File: config.mk
export PLATFORM = sky130hd
export DESIGN_NAME = timeline_animation_sequencer_flat
export DESIGN_NICKNAME = d
export VERILOG_FILES = /design/src/hdl/tas_pkg.sv /design/src/hdl/tas_channels.sv /design/src/hdl/tas_csr.sv /design/src/hdl/tas_ctrl.sv /design/src/hdl/tas_datapath.sv /design/src/hdl/timeline_animation_sequencer.sv /design/src/flat_wrapper.sv
export VERILOG_INCLUDE_DIRS = /design/src /design/src/hdl
export SDC_FILE = /design/constraint.sdc
export NUM_CORES = 2
export LEC_CHECK = 0
export BUFFER_PORTS_ARGS = -buffer_cell sky130_fd_sc_hd__buf_2
export CELL_PAD_IN_SITES_DETAIL_PLACEMENT = 1
export CELL_PAD_IN_SITES_GLOBAL_PLACEMENT = 1
export CORE_ASPECT_RATIO = 0.6
export CORE_MARGIN = 3
export CORE_UTILIZATION = 50
export CTS_BUF_LIST = sky130_fd_sc_hd__clkbuf_8
export DETAILED_ROUTE_END_ITERATION = 7
export PLACE_DENSITY = 0.69
export RECOVER_POWER = 25
export SLEW_MARGIN = 5
export SYNTH_ARGS = -nofsm -noshare
export SYNTH_HDL_FRONTEND = slang
export SYNTH_SLANG_ARGS = --single-unit
File: constraint.sdc
create_clock -name clock -period 6.8 [get_ports clock]
set_input_delay 0.68 -clock clock [delete_from_list [all_inputs] [get_ports clock]]
set_output_delay 0.68 -clock clock [all_outputs]
set_load 0.05 [all_outputs]
File: src/hdl/timeline_animation_sequencer_defines.svh
// Assertion macros shared by the timeline animation sequencer RTL.
`ifndef TIMELINE_ANIMATION_SEQUENCER_DEFINES_SVH
`define TIMELINE_ANIMATION_SEQUENCER_DEFINES_SVH

`ifndef SYNTHESIS

// Same-cycle implication, masked during reset
`define TAS_ASSERT_IMPLIES(label, clk, rst, ante, cons) \
   label: assert property (@(posedge clk) disable iff (rst) (ante) |-> (cons)) \
      else $error("tas assertion failed");

// Next-cycle implication, masked during reset
`define TAS_ASSERT_NEXT(label, clk, rst, ante, cons) \
   label: assert property (@(posedge clk) disable iff (rst) (ante) |=> (cons)) \
      else $error("tas assertion failed");

`else

`define TAS_ASSERT_IMPLIES(label, clk, rst, ante, cons)
`define TAS_ASSERT_NEXT(label, clk, rst, ante, cons)

`endif

`endif

File: src/hdl/tas_pkg.sv
// Types, codes and sizes shared by the timeline animation sequencer.
`default_nettype none

package tas_pkg;

   // Timeline table sizing
   localparam int MAX_ENTRIES = 256;
   localparam int ADDR_W      = (MAX_ENTRIES > 1) ? $clog2(MAX_ENTRIES) : 1;
   localparam int CNT_W       = $clog2(MAX_ENTRIES + 1);
   localparam int SUM_W       = 8 + CNT_W;

   // Configuration port
   localparam int CSR_ADDR_W = 4;
   localparam int CSR_DATA_W = 32;

   localparam logic [1:0] REG_TOTAL_TICKS    = 2'd0;
   localparam logic [1:0] REG_FRAME_COUNT    = 2'd1;
   localparam logic [1:0] REG_TIMELINE_COUNT = 2'd2;

   // Item kinds
   localparam logic [2:0] KIND_LOAD       = 3'd0;
   localparam logic [2:0] KIND_ACTIVATE   = 3'd1;
   localparam logic [2:0] KIND_DEACTIVATE = 3'd2;
   localparam logic [2:0] KIND_DRAW       = 3'd3;
   localparam logic [2:0] KIND_FRAME_TAIL = 3'd4;

   // Result status codes
   localparam logic [2:0] ST_OK           = 3'd0;
   localparam logic [2:0] ST_INACTIVE     = 3'd1;
   localparam logic [2:0] ST_WRONG_SYSTEM = 3'd2;
   localparam logic [2:0] ST_NOT_REVEALED = 3'd3;
   localparam logic [2:0] ST_NOT_READY    = 3'd4;

   typedef enum logic {
      TAS_IDLE,
      TAS_WALK
   } tas_state_type;

   typedef struct packed {
      logic [15:0] total_ticks;
      logic [8:0]  frame_count;
      logic [8:0]  timeline_count;
   } cfg_type;

   typedef struct packed {
      logic [7:0] frame;
      logic [7:0] ticks;
   } entry_type;

   // Controller to datapath
   typedef struct packed {
      logic take;
      logic walk;
      logic finish;
   } ctrl_cmd_type;

   // Datapath to controller
   typedef struct packed {
      logic lookup_start;
      logic walk_done;
      logic out_busy;
   } dp_status_type;

   typedef struct packed {
      logic       show_sprite;
      logic [7:0] frame_index;
      logic       frame_changed;
      logic       hide_native;
      logic [2:0] status;
   } rsp_word_type;

endpackage

`default_nettype wire

File: src/hdl/tas_channels.sv
// Valid/ready channel interfaces for request and response words.
`default_nettype none

interface tas_req_if;
   logic       valid;
   logic       ready;
   logic [2:0] kind;
   logic [7:0] entry_index;
   logic [7:0] entry_frame;
   logic [7:0] entry_ticks;
   logic       vanished;
   logic       system_matches;

   modport source (
      output valid, kind, entry_index, entry_frame, entry_ticks, vanished, system_matches,
      input  ready
   );
   modport sink (
      input  valid, kind, entry_index, entry_frame, entry_ticks, vanished, system_matches,
      output ready
   );
endinterface

interface tas_rsp_if;
   logic       valid;
   logic       ready;
   logic       show_sprite;
   logic [7:0] frame_index;
   logic       frame_changed;
   logic       hide_native;
   logic [2:0] status;

   modport source (
      output valid, show_sprite, frame_index, frame_changed, hide_native, status,
      input  ready
   );
   modport sink (
      input  valid, show_sprite, frame_index, frame_changed, hide_native, status,
      output ready
   );
endinterface

`default_nettype wire

File: src/hdl/tas_csr.sv
// Configuration registers behind the APB-style write/read port.
`default_nettype none

module tas_csr import tas_pkg::*; (
   input  wire logic                  clock,
   input  wire logic                  reset,
   input  wire logic                  csr_psel,
   input  wire logic                  csr_penable,
   input  wire logic                  csr_pwrite,
   input  wire logic [CSR_ADDR_W-1:0] csr_paddr,
   input  wire logic [CSR_DATA_W-1:0] csr_pwdata,
   output logic      [CSR_DATA_W-1:0] csr_prdata,
   output logic                       csr_pready,
   output cfg_type                    cfg
);

   cfg_type    cfg_ff;
   cfg_type    cfg_in;
   logic       wr_en;
   logic [1:0] reg_idx;

   assign csr_pready = 1'b1;
   assign wr_en      = csr_psel && csr_penable && csr_pwrite;
   assign reg_idx    = csr_paddr[CSR_ADDR_W-1:2];
   assign cfg        = cfg_ff;

   // Decode the write
   always_comb begin
      cfg_in = cfg_ff;
      if (wr_en) begin
         case (reg_idx)
            REG_TOTAL_TICKS:    cfg_in.total_ticks    = csr_pwdata[15:0];
            REG_FRAME_COUNT:    cfg_in.frame_count    = csr_pwdata[8:0];
            REG_TIMELINE_COUNT: cfg_in.timeline_count = csr_pwdata[8:0];
            default:            cfg_in = cfg_ff;
         endcase
      end
   end

   // Read mux
   always_comb begin
      case (reg_idx)
         REG_TOTAL_TICKS:    csr_prdata = CSR_DATA_W'(cfg_ff.total_ticks);
         REG_FRAME_COUNT:    csr_prdata = CSR_DATA_W'(cfg_ff.frame_count);
         REG_TIMELINE_COUNT: csr_prdata = CSR_DATA_W'(cfg_ff.timeline_count);
         default:            csr_prdata = '0;
      endcase
   end

   always_ff @(posedge clock) begin
      if (reset) begin
         cfg_ff.total_ticks    <= 16'd0;
         cfg_ff.frame_count    <= 9'd1;
         cfg_ff.timeline_count <= 9'd1;
      end else begin
         cfg_ff <= cfg_in;
      end
   end

endmodule

`default_nettype wire

File: src/hdl/tas_ctrl.sv
// Controller state machine: takes words and sequences the timeline walk.
`default_nettype none

module tas_ctrl import tas_pkg::*; (
   input  wire logic          clock,
   input  wire logic          reset,
   input  wire logic          req_valid,
   input  wire dp_status_type st,
   output logic               req_ready,
   output ctrl_cmd_type       cmd
);

   tas_state_type state_ff;
   tas_state_type state_in;
   logic          take;

   assign take = req_valid && req_ready;

   // Next state
   always_comb begin
      case (state_ff)
         TAS_IDLE: state_in = (take && st.lookup_start) ? TAS_WALK : TAS_IDLE;
         TAS_WALK: state_in = st.walk_done ? TAS_IDLE : TAS_WALK;
         default:  state_in = TAS_IDLE;
      endcase
   end

   // Outputs
   always_comb begin
      req_ready  = 1'b0;
      cmd.walk   = 1'b0;
      cmd.finish = 1'b0;
      case (state_ff)
         TAS_IDLE: req_ready = !st.out_busy;
         TAS_WALK: begin
            cmd.walk   = 1'b1;
            cmd.finish = st.walk_done;
         end
         default: req_ready = 1'b0;
      endcase
      cmd.take = req_valid && req_ready;
   end

   always_ff @(posedge clock) begin
      if (reset) begin
         state_ff <= TAS_IDLE;
      end else begin
         state_ff <= state_in;
      end
   end

endmodule

`default_nettype wire

File: src/hdl/tas_datapath.sv
// Datapath: player state, timeline memory, lookup walk and response register.
`default_nettype none

module tas_datapath import tas_pkg::*; (
   input  wire logic         clock,
   input  wire logic         reset,
   input  wire ctrl_cmd_type cmd,
   input  wire cfg_type      cfg,
   input  wire logic [2:0]   req_kind,
   input  wire logic [7:0]   req_entry_index,
   input  wire logic [7:0]   req_entry_frame,
   input  wire logic [7:0]   req_entry_ticks,
   input  wire logic         req_vanished,
   input  wire logic         req_system_matches,
   input  wire logic         rsp_ready,
   output logic              rsp_valid,
   output rsp_word_type      rsp_word,
   output dp_status_type     st
);

   // Player state
   logic        armed_ff, armed_in;
   logic        revealed_ff, revealed_in;
   logic        saw_hidden_ff, saw_hidden_in;
   logic        ready_ff, ready_in;
   logic [15:0] tick_ff, tick_in;
   logic [7:0]  last_frame_ff, last_frame_in;
   logic        last_valid_ff, last_valid_in;

   // Walk state
   logic [CNT_W-1:0] rd_idx_ff, rd_idx_in;
   logic [CNT_W-1:0] chk_idx_ff, chk_idx_in;
   logic             chk_valid_ff, chk_valid_in;
   logic [SUM_W-1:0] sum_ff, sum_in;
   entry_type        rd_entry_ff;

   // Response register
   logic         rsp_valid_ff, rsp_valid_in;
   rsp_word_type rsp_word_ff, rsp_word_in;

   entry_type entry_mem [MAX_ENTRIES];

   logic             mem_we;
   logic [CNT_W-1:0] used_n;
   logic [CNT_W-1:0] last_idx;
   logic [15:0]      total_eff;
   logic [16:0]      tick_inc;
   logic [15:0]      next_tick;
   logic [SUM_W-1:0] sum_next;
   logic             hit;
   logic [7:0]       frame_sel;
   logic             out_load;

   // Entries in use, clamped to one and to the table depth
   always_comb begin
      if (cfg.timeline_count == '0) begin
         used_n = CNT_W'(1);
      end else if (32'(cfg.timeline_count) > MAX_ENTRIES) begin
         used_n = CNT_W'(MAX_ENTRIES);
      end else begin
         used_n = CNT_W'(cfg.timeline_count);
      end
   end
   assign last_idx = used_n - CNT_W'(1);

   // Tick advance with wrap; a total of zero acts as one
   assign total_eff = (cfg.total_ticks == '0) ? 16'd1 : cfg.total_ticks;
   assign tick_inc  = {1'b0, tick_ff} + 17'd1;
   assign next_tick = (tick_inc >= {1'b0, total_eff}) ? 16'd0 : tick_inc[15:0];

   // Walk compare on the entry read last cycle
   assign sum_next  = sum_ff + SUM_W'(rd_entry_ff.ticks);
   assign hit       = SUM_W'(tick_ff) < sum_next;
   assign frame_sel = ({1'b0, rd_entry_ff.frame} < cfg.frame_count) ? rd_entry_ff.frame : 8'd0;

   assign st.walk_done    = chk_valid_ff && (hit || (chk_idx_ff == last_idx));
   assign st.lookup_start = (req_kind == KIND_FRAME_TAIL) && armed_ff && revealed_ff
                            && ready_ff;
   assign st.out_busy     = rsp_valid_ff && !rsp_ready;

   assign mem_we = cmd.take && (req_kind == KIND_LOAD) && (32'(req_entry_index) < MAX_ENTRIES);

   // Timeline memory: one write port, one registered read port
   always_ff @(posedge clock) begin
      if (mem_we) begin
         entry_mem[ADDR_W'(req_entry_index)] <= {req_entry_frame, req_entry_ticks};
      end
      rd_entry_ff <= entry_mem[rd_idx_ff[ADDR_W-1:0]];
   end

   // Walk counters: issue one read per cycle, check one behind
   always_comb begin
      rd_idx_in    = rd_idx_ff;
      chk_idx_in   = chk_idx_ff;
      chk_valid_in = chk_valid_ff;
      sum_in       = sum_ff;
      if (cmd.take) begin
         rd_idx_in    = '0;
         chk_valid_in = 1'b0;
         sum_in       = '0;
      end else if (cmd.walk) begin
         if (rd_idx_ff < last_idx) begin
            rd_idx_in = rd_idx_ff + CNT_W'(1);
         end
         chk_idx_in   = rd_idx_ff;
         chk_valid_in = 1'b1;
         if (chk_valid_ff) begin
            sum_in = sum_next;
         end
      end
   end

   // Player state update and response word
   always_comb begin
      armed_in      = armed_ff;
      revealed_in   = revealed_ff;
      saw_hidden_in = saw_hidden_ff;
      ready_in      = ready_ff;
      tick_in       = tick_ff;
      last_frame_in = last_frame_ff;
      last_valid_in = last_valid_ff;
      rsp_word_in   = '0;
      out_load      = 1'b0;
      if (cmd.take) begin
         out_load = 1'b1;
         case (req_kind)
            KIND_LOAD: out_load = 1'b1;
            KIND_ACTIVATE: begin
               armed_in      = 1'b1;
               revealed_in   = 1'b0;
               saw_hidden_in = 1'b0;
               ready_in      = 1'b0;
               tick_in       = '0;
               last_valid_in = 1'b0;
            end
            KIND_DEACTIVATE: begin
               armed_in      = 1'b0;
               revealed_in   = 1'b0;
               saw_hidden_in = 1'b0;
               ready_in      = 1'b0;
               tick_in       = '0;
               last_valid_in = 1'b0;
            end
            KIND_DRAW: begin
               if (!armed_ff) begin
                  rsp_word_in.status = ST_INACTIVE;
               end else if (!req_system_matches) begin
                  rsp_word_in.status = ST_WRONG_SYSTEM;
               end else if (revealed_ff) begin
                  ready_in                = 1'b1;
                  rsp_word_in.hide_native = 1'b1;
               end else begin
                  saw_hidden_in = saw_hidden_ff | req_vanished;
                  if (!saw_hidden_in || req_vanished) begin
                     ready_in           = 1'b0;
                     tick_in            = next_tick;
                     rsp_word_in.status = ST_NOT_REVEALED;
                  end else begin
                     revealed_in             = 1'b1;
                     ready_in                = 1'b1;
                     rsp_word_in.hide_native = 1'b1;
                  end
               end
            end
            KIND_FRAME_TAIL: begin
               if (!armed_ff) begin
                  rsp_word_in.status = ST_INACTIVE;
               end else if (!revealed_ff) begin
                  rsp_word_in.status = ST_NOT_REVEALED;
               end else if (!ready_ff) begin
                  rsp_word_in.status = ST_NOT_READY;
               end else begin
                  // hold the response until the walk ends
                  out_load = 1'b0;
               end
            end
            default: out_load = 1'b1;
         endcase
      end else if (cmd.finish) begin
         out_load                  = 1'b1;
         rsp_word_in.show_sprite   = 1'b1;
         rsp_word_in.frame_index   = frame_sel;
         rsp_word_in.frame_changed = !last_valid_ff || (last_frame_ff != frame_sel);
         rsp_word_in.status        = ST_OK;
         last_frame_in             = frame_sel;
         last_valid_in             = 1'b1;
         tick_in                   = next_tick;
      end
   end

   // Response valid: load wins over drain
   always_comb begin
      if (out_load) begin
         rsp_valid_in = 1'b1;
      end else if (rsp_ready) begin
         rsp_valid_in = 1'b0;
      end else begin
         rsp_valid_in = rsp_valid_ff;
      end
   end

   assign rsp_valid = rsp_valid_ff;
   assign rsp_word  = rsp_word_ff;

   // Control registers
   always_ff @(posedge clock) begin
      if (reset) begin
         armed_ff      <= 1'b0;
         revealed_ff   <= 1'b0;
         saw_hidden_ff <= 1'b0;
         ready_ff      <= 1'b0;
         tick_ff       <= '0;
         last_frame_ff <= '0;
         last_valid_ff <= 1'b0;
         chk_valid_ff  <= 1'b0;
         rsp_valid_ff  <= 1'b0;
      end else begin
         armed_ff      <= armed_in;
         revealed_ff   <= revealed_in;
         saw_hidden_ff <= saw_hidden_in;
         ready_ff      <= ready_in;
         tick_ff       <= tick_in;
         last_frame_ff <= last_frame_in;
         last_valid_ff <= last_valid_in;
         chk_valid_ff  <= chk_valid_in;
         rsp_valid_ff  <= rsp_valid_in;
      end
   end

   // Payload registers
   always_ff @(posedge clock) begin
      rd_idx_ff  <= rd_idx_in;
      chk_idx_ff <= chk_idx_in;
      sum_ff     <= sum_in;
      if (out_load) begin
         rsp_word_ff <= rsp_word_in;
      end
   end

endmodule

`default_nettype wire

File: src/hdl/timeline_animation_sequencer.sv
// Top level of the keyframe animation timeline sequencer.
//
//   Channel   Dir   Protocol        Payload
//   req_if    in    valid/ready     kind, entry fields, vanished, system_matches
//   rsp_if    out   valid/ready     show_sprite, frame_index, frame_changed,
//                                   hide_native, status
//   csr_*     in    APB-style       total_ticks, frame_count, timeline_count
//
// Load, activate, deactivate, draw and non-playing frame-tail words are answered
// from the response register in the cycle after they are taken. A playing frame-tail
// word walks the timeline memory one entry per cycle through its single read port.
// One word is in work at a time; a new word is taken while the response register
// still holds a word that is being taken. Reset is synchronous and clears the
// player state; the timeline memory is undefined until loaded.
`default_nettype none
`include "timeline_animation_sequencer_defines.svh"

module timeline_animation_sequencer import tas_pkg::*; (
   input  wire logic                  clock,
   input  wire logic                  reset,
   tas_req_if.sink                    req_if,
   tas_rsp_if.source                  rsp_if,
   input  wire logic                  csr_psel,
   input  wire logic                  csr_penable,
   input  wire logic                  csr_pwrite,
   input  wire logic [CSR_ADDR_W-1:0] csr_paddr,
   input  wire logic [CSR_DATA_W-1:0] csr_pwdata,
   output logic      [CSR_DATA_W-1:0] csr_prdata,
   output logic                       csr_pready
);

   cfg_type       cfg;
   ctrl_cmd_type  cmd;
   dp_status_type st;
   rsp_word_type  rsp_word;
   logic          req_ready;
   logic          rsp_valid;

   tas_csr u_csr (
      .clock       (clock),
      .reset       (reset),
      .csr_psel    (csr_psel),
      .csr_penable (csr_penable),
      .csr_pwrite  (csr_pwrite),
      .csr_paddr   (csr_paddr),
      .csr_pwdata  (csr_pwdata),
      .csr_prdata  (csr_prdata),
      .csr_pready  (csr_pready),
      .cfg         (cfg)
   );

   tas_ctrl u_ctrl (
      .clock     (clock),
      .reset     (reset),
      .req_valid (req_if.valid),
      .st        (st),
      .req_ready (req_ready),
      .cmd       (cmd)
   );

   tas_datapath u_datapath (
      .clock              (clock),
      .reset              (reset),
      .cmd                (cmd),
      .cfg                (cfg),
      .req_kind           (req_if.kind),
      .req_entry_index    (req_if.entry_index),
      .req_entry_frame    (req_if.entry_frame),
      .req_entry_ticks    (req_if.entry_ticks),
      .req_vanished       (req_if.vanished),
      .req_system_matches (req_if.system_matches),
      .rsp_ready          (rsp_if.ready),
      .rsp_valid          (rsp_valid),
      .rsp_word           (rsp_word),
      .st                 (st)
   );

   // Drive the channels
   assign req_if.ready         = req_ready;
   assign rsp_if.valid         = rsp_valid;
   assign rsp_if.show_sprite   = rsp_word.show_sprite;
   assign rsp_if.frame_index   = rsp_word.frame_index;
   assign rsp_if.frame_changed = rsp_word.frame_changed;
   assign rsp_if.hide_native   = rsp_word.hide_native;
   assign rsp_if.status        = rsp_word.status;

   // No word taken while a response is stalled
   `TAS_ASSERT_IMPLIES(a_no_take_on_stall, clock, reset, req_if.valid && req_if.ready, !(rsp_if.valid && !rsp_if.ready))
   // No word taken during a walk
   `TAS_ASSERT_IMPLIES(a_no_take_in_walk, clock, reset, cmd.walk, !req_if.ready)
   // A finished walk presents its response next cycle
   `TAS_ASSERT_NEXT(a_finish_loads_rsp, clock, reset, cmd.finish, rsp_if.valid && rsp_if.show_sprite)
   // A shown frame always carries an ok status
   `TAS_ASSERT_IMPLIES(a_show_is_ok, clock, reset, rsp_if.valid && rsp_if.show_sprite, rsp_if.status == ST_OK)

endmodule

`default_nettype wire
File: src/flat_wrapper.sv
// flat-port wrapper written by rule: the top's interface ports become plain ports
module timeline_animation_sequencer_flat import tas_pkg::*;
  (clock, reset, csr_psel, csr_penable, csr_pwrite, csr_paddr, csr_pwdata, csr_prdata, csr_pready, req_if_valid, req_if_kind, req_if_entry_index, req_if_entry_frame, req_if_entry_ticks, req_if_vanished, req_if_system_matches, req_if_ready, rsp_if_valid, rsp_if_show_sprite, rsp_if_frame_index, rsp_if_frame_changed, rsp_if_hide_native, rsp_if_status, rsp_if_ready);
  tas_req_if req_if_i ();
  tas_rsp_if rsp_if_i ();
  input  wire logic clock;
  input  wire logic reset;
  input  wire logic csr_psel;
  input  wire logic csr_penable;
  input  wire logic csr_pwrite;
  input  wire logic [CSR_ADDR_W-1:0] csr_paddr;
  input  wire logic [CSR_DATA_W-1:0] csr_pwdata;
  output logic      [CSR_DATA_W-1:0] csr_prdata;
  output logic csr_pready;
  input wire logic [$bits(req_if_i.valid)-1:0] req_if_valid;
  input wire logic [$bits(req_if_i.kind)-1:0] req_if_kind;
  input wire logic [$bits(req_if_i.entry_index)-1:0] req_if_entry_index;
  input wire logic [$bits(req_if_i.entry_frame)-1:0] req_if_entry_frame;
  input wire logic [$bits(req_if_i.entry_ticks)-1:0] req_if_entry_ticks;
  input wire logic [$bits(req_if_i.vanished)-1:0] req_if_vanished;
  input wire logic [$bits(req_if_i.system_matches)-1:0] req_if_system_matches;
  output wire logic [$bits(req_if_i.ready)-1:0] req_if_ready;
  output wire logic [$bits(rsp_if_i.valid)-1:0] rsp_if_valid;
  output wire logic [$bits(rsp_if_i.show_sprite)-1:0] rsp_if_show_sprite;
  output wire logic [$bits(rsp_if_i.frame_index)-1:0] rsp_if_frame_index;
  output wire logic [$bits(rsp_if_i.frame_changed)-1:0] rsp_if_frame_changed;
  output wire logic [$bits(rsp_if_i.hide_native)-1:0] rsp_if_hide_native;
  output wire logic [$bits(rsp_if_i.status)-1:0] rsp_if_status;
  input wire logic [$bits(rsp_if_i.ready)-1:0] rsp_if_ready;
  assign req_if_i.valid = req_if_valid;
  assign req_if_i.kind = req_if_kind;
  assign req_if_i.entry_index = req_if_entry_index;
  assign req_if_i.entry_frame = req_if_entry_frame;
  assign req_if_i.entry_ticks = req_if_entry_ticks;
  assign req_if_i.vanished = req_if_vanished;
  assign req_if_i.system_matches = req_if_system_matches;
  assign req_if_ready = req_if_i.ready;
  assign rsp_if_valid = rsp_if_i.valid;
  assign rsp_if_show_sprite = rsp_if_i.show_sprite;
  assign rsp_if_frame_index = rsp_if_i.frame_index;
  assign rsp_if_frame_changed = rsp_if_i.frame_changed;
  assign rsp_if_hide_native = rsp_if_i.hide_native;
  assign rsp_if_status = rsp_if_i.status;
  assign rsp_if_i.ready = rsp_if_ready;
  timeline_animation_sequencer u_core (.clock(clock), .reset(reset), .req_if(req_if_i), .rsp_if(rsp_if_i), .csr_psel(csr_psel), .csr_penable(csr_penable), .csr_pwrite(csr_pwrite), .csr_paddr(csr_paddr), .csr_pwdata(csr_pwdata), .csr_prdata(csr_prdata), .csr_pready(csr_pready));
endmodule
Word level (Yosys, flattened, before mapping). Memories as Yosys holds them, arrays and structs flattened. A register that Yosys moved wholly into a read port is not among the register bits. Cells that the tools add are included.

Bitwise gates (word level): 4. Magnitude comparators: 5. Equal/unequal tests: 17. Add/subtract/negate cells: 4. Mux-type cells: 48. Reduce and logical (&&, ||, !) cells: 41.

Operator list (count): $mux 16 (8); $pmux 16 s3 (1); $pmux 16 s2 (1); $mux 1 (22); $mux 9 (2); $reduce_and 2->1 (9); $add 16x1->17 const B (1); $add 17x8->17 (1); $ge 17x16->1 (1); $lt 16x17->1 (1); $logic_not 16->1 (1); $ne 3x3->1 const B (5); $mux 2 (7); $logic_and 1x1->1 (10); $mux 10 (1); $add 9x1->9 const B (1); $eq 9x9->1 (1); $gt 9x9->1 const B (1); $logic_not 9->1 (1); $lt 8x9->1 (1); $lt 9x9->1 (1); $sub 9x1->9 const B (1); $mux 8 (1); $ne 2x2->1 const B (4); 19 further kinds (36).

Word-level logic and storage cells: 140. Output and inout port bits: 49. Bits in registers: 114. Input bits: 72. Memories kept: 1. Memory bits (writable): 4096.

Memory list: u_core.u_datapath.entry_mem (depth 256, width 16, rd ports 1, clocked after memory_dff 1, write ports 1, line tas_datapath.sv:41) `entry_type entry_mem [MAX_ENTRIES];`.

Longest topological paths before layout.
Depth after elaboration: 11. Gate-level depth with buffers: 19. Gate-level depth less buffers: 17.

Cells and area by module. Synthesis repeated with hierarchy kept, for this count alone.

Cells, all modules: 7958. Area total of the unflattened synthesis: 164884.4 um2.

Modules (own cells, without submodules): tas_datapath (instances 1, seq. area each 125100.0 um2, cells each 7755, area each 163010.1 um2); tas_csr (instances 1, seq. area each 680.7 um2, cells each 194, area each 1800.5 um2); tas_ctrl (instances 1, seq. area each 20.0 um2, cells each 9, area each 73.8 um2).

Least setup slack after synthesis. No wires, ideal clock.

Kind: register -> register. Start: reg u_core.u_datapath.sum_ff[1]. End: reg u_core.u_datapath.rsp_word_ff, in the netlist u_core.u_datapath.rsp_word[0], enable pin. Clock period less this slack: 4238 ps. Cell stages (with the launch flop): 19. Setup time: 338 ps. Slack: 2562 ps. Data arrival time: 3900 ps. Path through: dfxtp_1 > ha_1 > a21o_1 > a21oi_1 > o21bai_1 > a21oi_1 > o21bai_1 > a41oi_1 > clkbuf_1 > nor2_1 > xnor2_1 > ha_1 > o2111ai_1 > o221ai_1 > a21oi_1 > a211oi_1 > o211ai_2 > nand2_1 > nand2_1.

Longest elaborated chain between the ends: 7.

Ends and longest elaborated chain: start: declaration (line tas_datapath.sv:34) `logic [SUM_W-1:0] sum_ff, sum_in;`; start signal: assignment (line tas_datapath.sv:234) `sum_ff <= sum_in;`; $add 17x8->17 (line tas_datapath.sv:72) `assign sum_next = sum_ff + SUM_W'(rd_entry_ff.ticks);`; $lt 16x17->1 (line tas_datapath.sv:73) `assign hit = SUM_W'(tick_ff) < sum_next;`; $logic_or 1x1->1 (line tas_datapath.sv:76) `assign st.walk_done = chk_valid_ff && (hit || (chk_idx_ff == last_idx));`; $logic_and 1x1->1 (line tas_datapath.sv:76); $mux 2 (line tas_ctrl.sv:33) `case (state_ff)`; $mux 1 (line tas_datapath.sv:179) `end else if (cmd.finish) begin`; $mux 1 (line tas_datapath.sv:124) `if (cmd.take) begin`; named net u_core.u_datapath.out_load (line tas_datapath.sv:52) `logic out_load;`; end signal: assignment (line tas_datapath.sv:236) `rsp_word_ff <= rsp_word_in;`; end: declaration (line tas_datapath.sv:39) `rsp_word_type rsp_word_ff, rsp_word_in;`.

The timed path passes the listed nets, and every way through them passes these cells. A chain may end at the register's enable or synchronous reset.

Worst setup path after layout.
Start: in req_if_entry_ticks[3]. End: mem u_core.u_datapath.entry_mem[7][3] (netlist bit) (data pin).

RTL lines: start: declaration (line flat_wrapper.sv:19) `input wire logic [$bits(req_if_i.entry_ticks)-1:0] req_if_entry_ticks;`; end: declaration (line tas_datapath.sv:41).

No word-level cell before the write port.

==> results.yml <==
sta:
  fin_crit_ns: 5.88
  tns_ns: 0
  timing.fmax_mhz: 170
  setup_viol: 0
  slew_viol_final: 1957
  slew_headroom_pct: -369
  worst_pin_slew_ns: 7.03
  hold_viol: 0
  fin_ws_ns: 0.916
  rsz0062_at_grt: "false"
  whs_ns: 0.111
  fin_crit_sh_pct: 86.5
  final.setup_skew_ns: 0.0553
layout:
  final_area_um2: 183000
  area_growth_pct: 11.5
  finalNonFillerCells: 12600
  drive_gt1_share_pct: 31.9
  finalNetCount: 7905
  utilization_pct: 56.1
critical_path:
  crit_type: "in -> reg"
  cp.required_ns: 6.63
  critPathBufInv: 1
  worst-path-stages: 1
  critPathTopFamily: "buffers and inverters"
  critPathMaxStageDelay_ns: 4.77
  cp_cell_sequence: "clkbuf_1"
  slowest_stage: "clkbuf_1"
  cp_max_fo: 129
  worstRegToRegCells: 16
  startpoint_type: "input port"
  end_kind: "flop"
  critPathArrivalTime_ns: 5.72
die:
  die_x_um: 746
  dieArea_um2: 335000
  start_util_pct: 50.4
  row_count: 162
  core_area_um2: 326000
  num_io_pins: 121
  fp.dieH_um: 450
clocking:
  cts_setup_buffers: 0
  clockRootBuffer: "clkbuf_8"
  insertion_delay_ns: 1.10
  htreeDepth: 6
  ctsResizeCount: 0
  cts_tree: "built"
  clockBufferDepth: 4
  cts_sinks: 4225
  numCtsBuffers: 606
  clkTransAtPathRegs_ns: 0.06
  postCtsHoldBufs: 29
drt:
  dr.first_iter.drc_count: 12900
  antenna_left: 0
  drt_wl_total_um: 444000
  num_vias: 81100
  drc: 0
  wire_per_inst_um: 35.3
  drt-pass1-iter-count: 5
  vias_per_cell: 6.45
power_and_ir_drop:
  p_leak_nw: 55.5
  total_power_mw: 47.9
  p_per_area_nw_per_um2: 262
  ir_drop_v: 0.000177
min_path:
  whs_path_depth: 3
  hold_path_class: "in -> reg"
place:
  place.port_buffers: 84
  dpl_cell_area_um2: 172000
  dp.cells: 11500
  pre_cts_ws_ns: 1.33
  dp_hpwl_um: 264000
  gp_congestion: 0.866
global_routing:
  grt_pass1_vias: 81700
  grt_max_degree: 188
  grt_overflow: 0
  grt_antenna_before_repair: 62
  grt.total_usage_pct: 26.4
  grt_first_pass_wirelength_um: 629000
run_status:
  run_status: "finished with violations"
  violations: "capacitance limit, slew limit"
logic_synthesis:
  synth-async-reset-ratio_pct: 0
  synthSimpleGateAreaFrac_pct: 1.79
  synth_adder_area_share_pct: 0.447
  synth_common_cells: "4118 x edfxtp_1, 1343 x mux4_2, 312 x nor2_1"
  syn_avg_cell_area_um2: 23.2
  synth-xor-area-share_pct: 0.235
  ys_seq_area_share_pct: 76.7
  synth.ff_latch_count: 4225
  synth_ff_type: "edfxtp_1"
  yosys.area.top_type: "edfxtp_1"
  synth_most_common_cell: "edfxtp_1"
  synth_warnings: 0
  synth-edff-count: 4118
  syn_inst: 7065
  synthMuxAreaShare_pct: 18.6
  netlist_area_um2: 164000
  synth_compound_area_share_pct: 1.09
  yosysUniqueCellTypes: 82
  ys_top_cells_by_area: "edfxtp_1 75%, mux4_2 18%, dfxtp_1 1.3%"
  synth_top_area_share_pct: 75.4
  synth_top_family_by_area: "multiplexers"
run:
  drv_cap: 21
## sequential cells by signal, indices dropped and copies added (netlist names), 8 cells and up
name and count:
u_core.u_datapath.chk_idx_ff 9, u_core.u_datapath.rsp_word 13, u_core.u_datapath.sum_ff 17, u_core.u_datapath.entry_mem 4096
u_core.u_datapath.rd_entry_ff 16, u_core.u_csr.cfg 34, u_core.u_datapath.last_frame_ff 8, u_core.u_datapath.rd_idx_ff 9
u_core.u_datapath.tick_ff 16
## worst register-to-register path, cell delays in order, from the launching register on
cell       delay (ns)
dfxtp_1          0.32
ha_1             0.22
fa_1             0.41
a21oi_1          0.24
o211ai_1         0.20
o22ai_1          0.43
nor2_1           0.21
nand2_1          0.18
xor2_1           0.10
ha_1             0.29
o2111ai_1        0.13
o221ai_1         0.22
a21oi_1          0.07
a211oi_1         0.84
o211ai_2         0.60
nand2_1          0.36
nand2_1          0.39
## cell type report
class / instances / area, µm²
Clock inverter: 417 / 1980
Sequential cell: 4225 / 126000
Multi-Input combinational cell: 2401 / 36700
Inverter: 49 / 184
Fill cell: 27300 / 143000
Antenna cell: 14 / 35.0
Clock buffer: 631 / 8680
Timing Repair Buffer: 492 / 4080
Tap cell: 4346 / 5440
## power breakdown
part / switching, mW / internal [mW] / total, mW
logic: 0.636 / 0.0833 / 0.719
clock network: 9.69 / 8.90 / 18.6
registers: 0.00788 / 28.6 / 28.6
## layer usage
metal,GRT usage (%),up-vias,part of all wire (%)
li1,-,31600,-
met1,42.4,44100,43
met2,36.5,4895,43
met3,7.05,545,12
met4,5.48,10,1.9
met5,0,-,0.014
## path summary, 6_finish.rpt
check | from | to | slack, ns
setup / recovery | req_if_entry_ticks[3] | u_core.u_datapath.entry_mem[7][3] | 0.92
hold / removal | req_if_system_matches | u_core.u_datapath.rsp_word[3] | 0.11
setup reg to reg | u_core.u_datapath.sum_ff[0] | u_core.u_datapath.rsp_word[12] | 1.24
hold reg to reg | u_core.u_csr.cfg[28] | u_core.u_csr.cfg[28] | 0.48
## cell usage in the layout, fill, tap and decap left out, drive strengths merged, types with 11 or more instances in the layout
cell	netlist	final
a22oi	30	30
nand4	21	21
nor2b	19	19
nor2	312	312
buf	189	443
mux2i	25	25
nor4	11	11
a32o	11	11
xor2	14	14
ha	57	57
xnor2	30	30
nor3	34	34
dlygate4sd3	0	29
nand3	44	44
conb	2	18
nand2	145	145
edfxtp	4118	4118
a21oi	75	75
dfxtp	107	107
o211ai	22	22
clkinv	0	181
mux4	1343	1343
clkbuf	217	649
nand2b	14	14
diode	0	14
inv	49	265
clkinvlp	0	12
o21ai	36	36
## kinds of logic after synthesis
logic type	after synthesis
compound gates	258
buf+inv	455
simple gates	654
flops	4225
mux	1369
xor+xnor	44
other cells	2
fa+ha+maj	58
(Power assumes the default switching activity.)
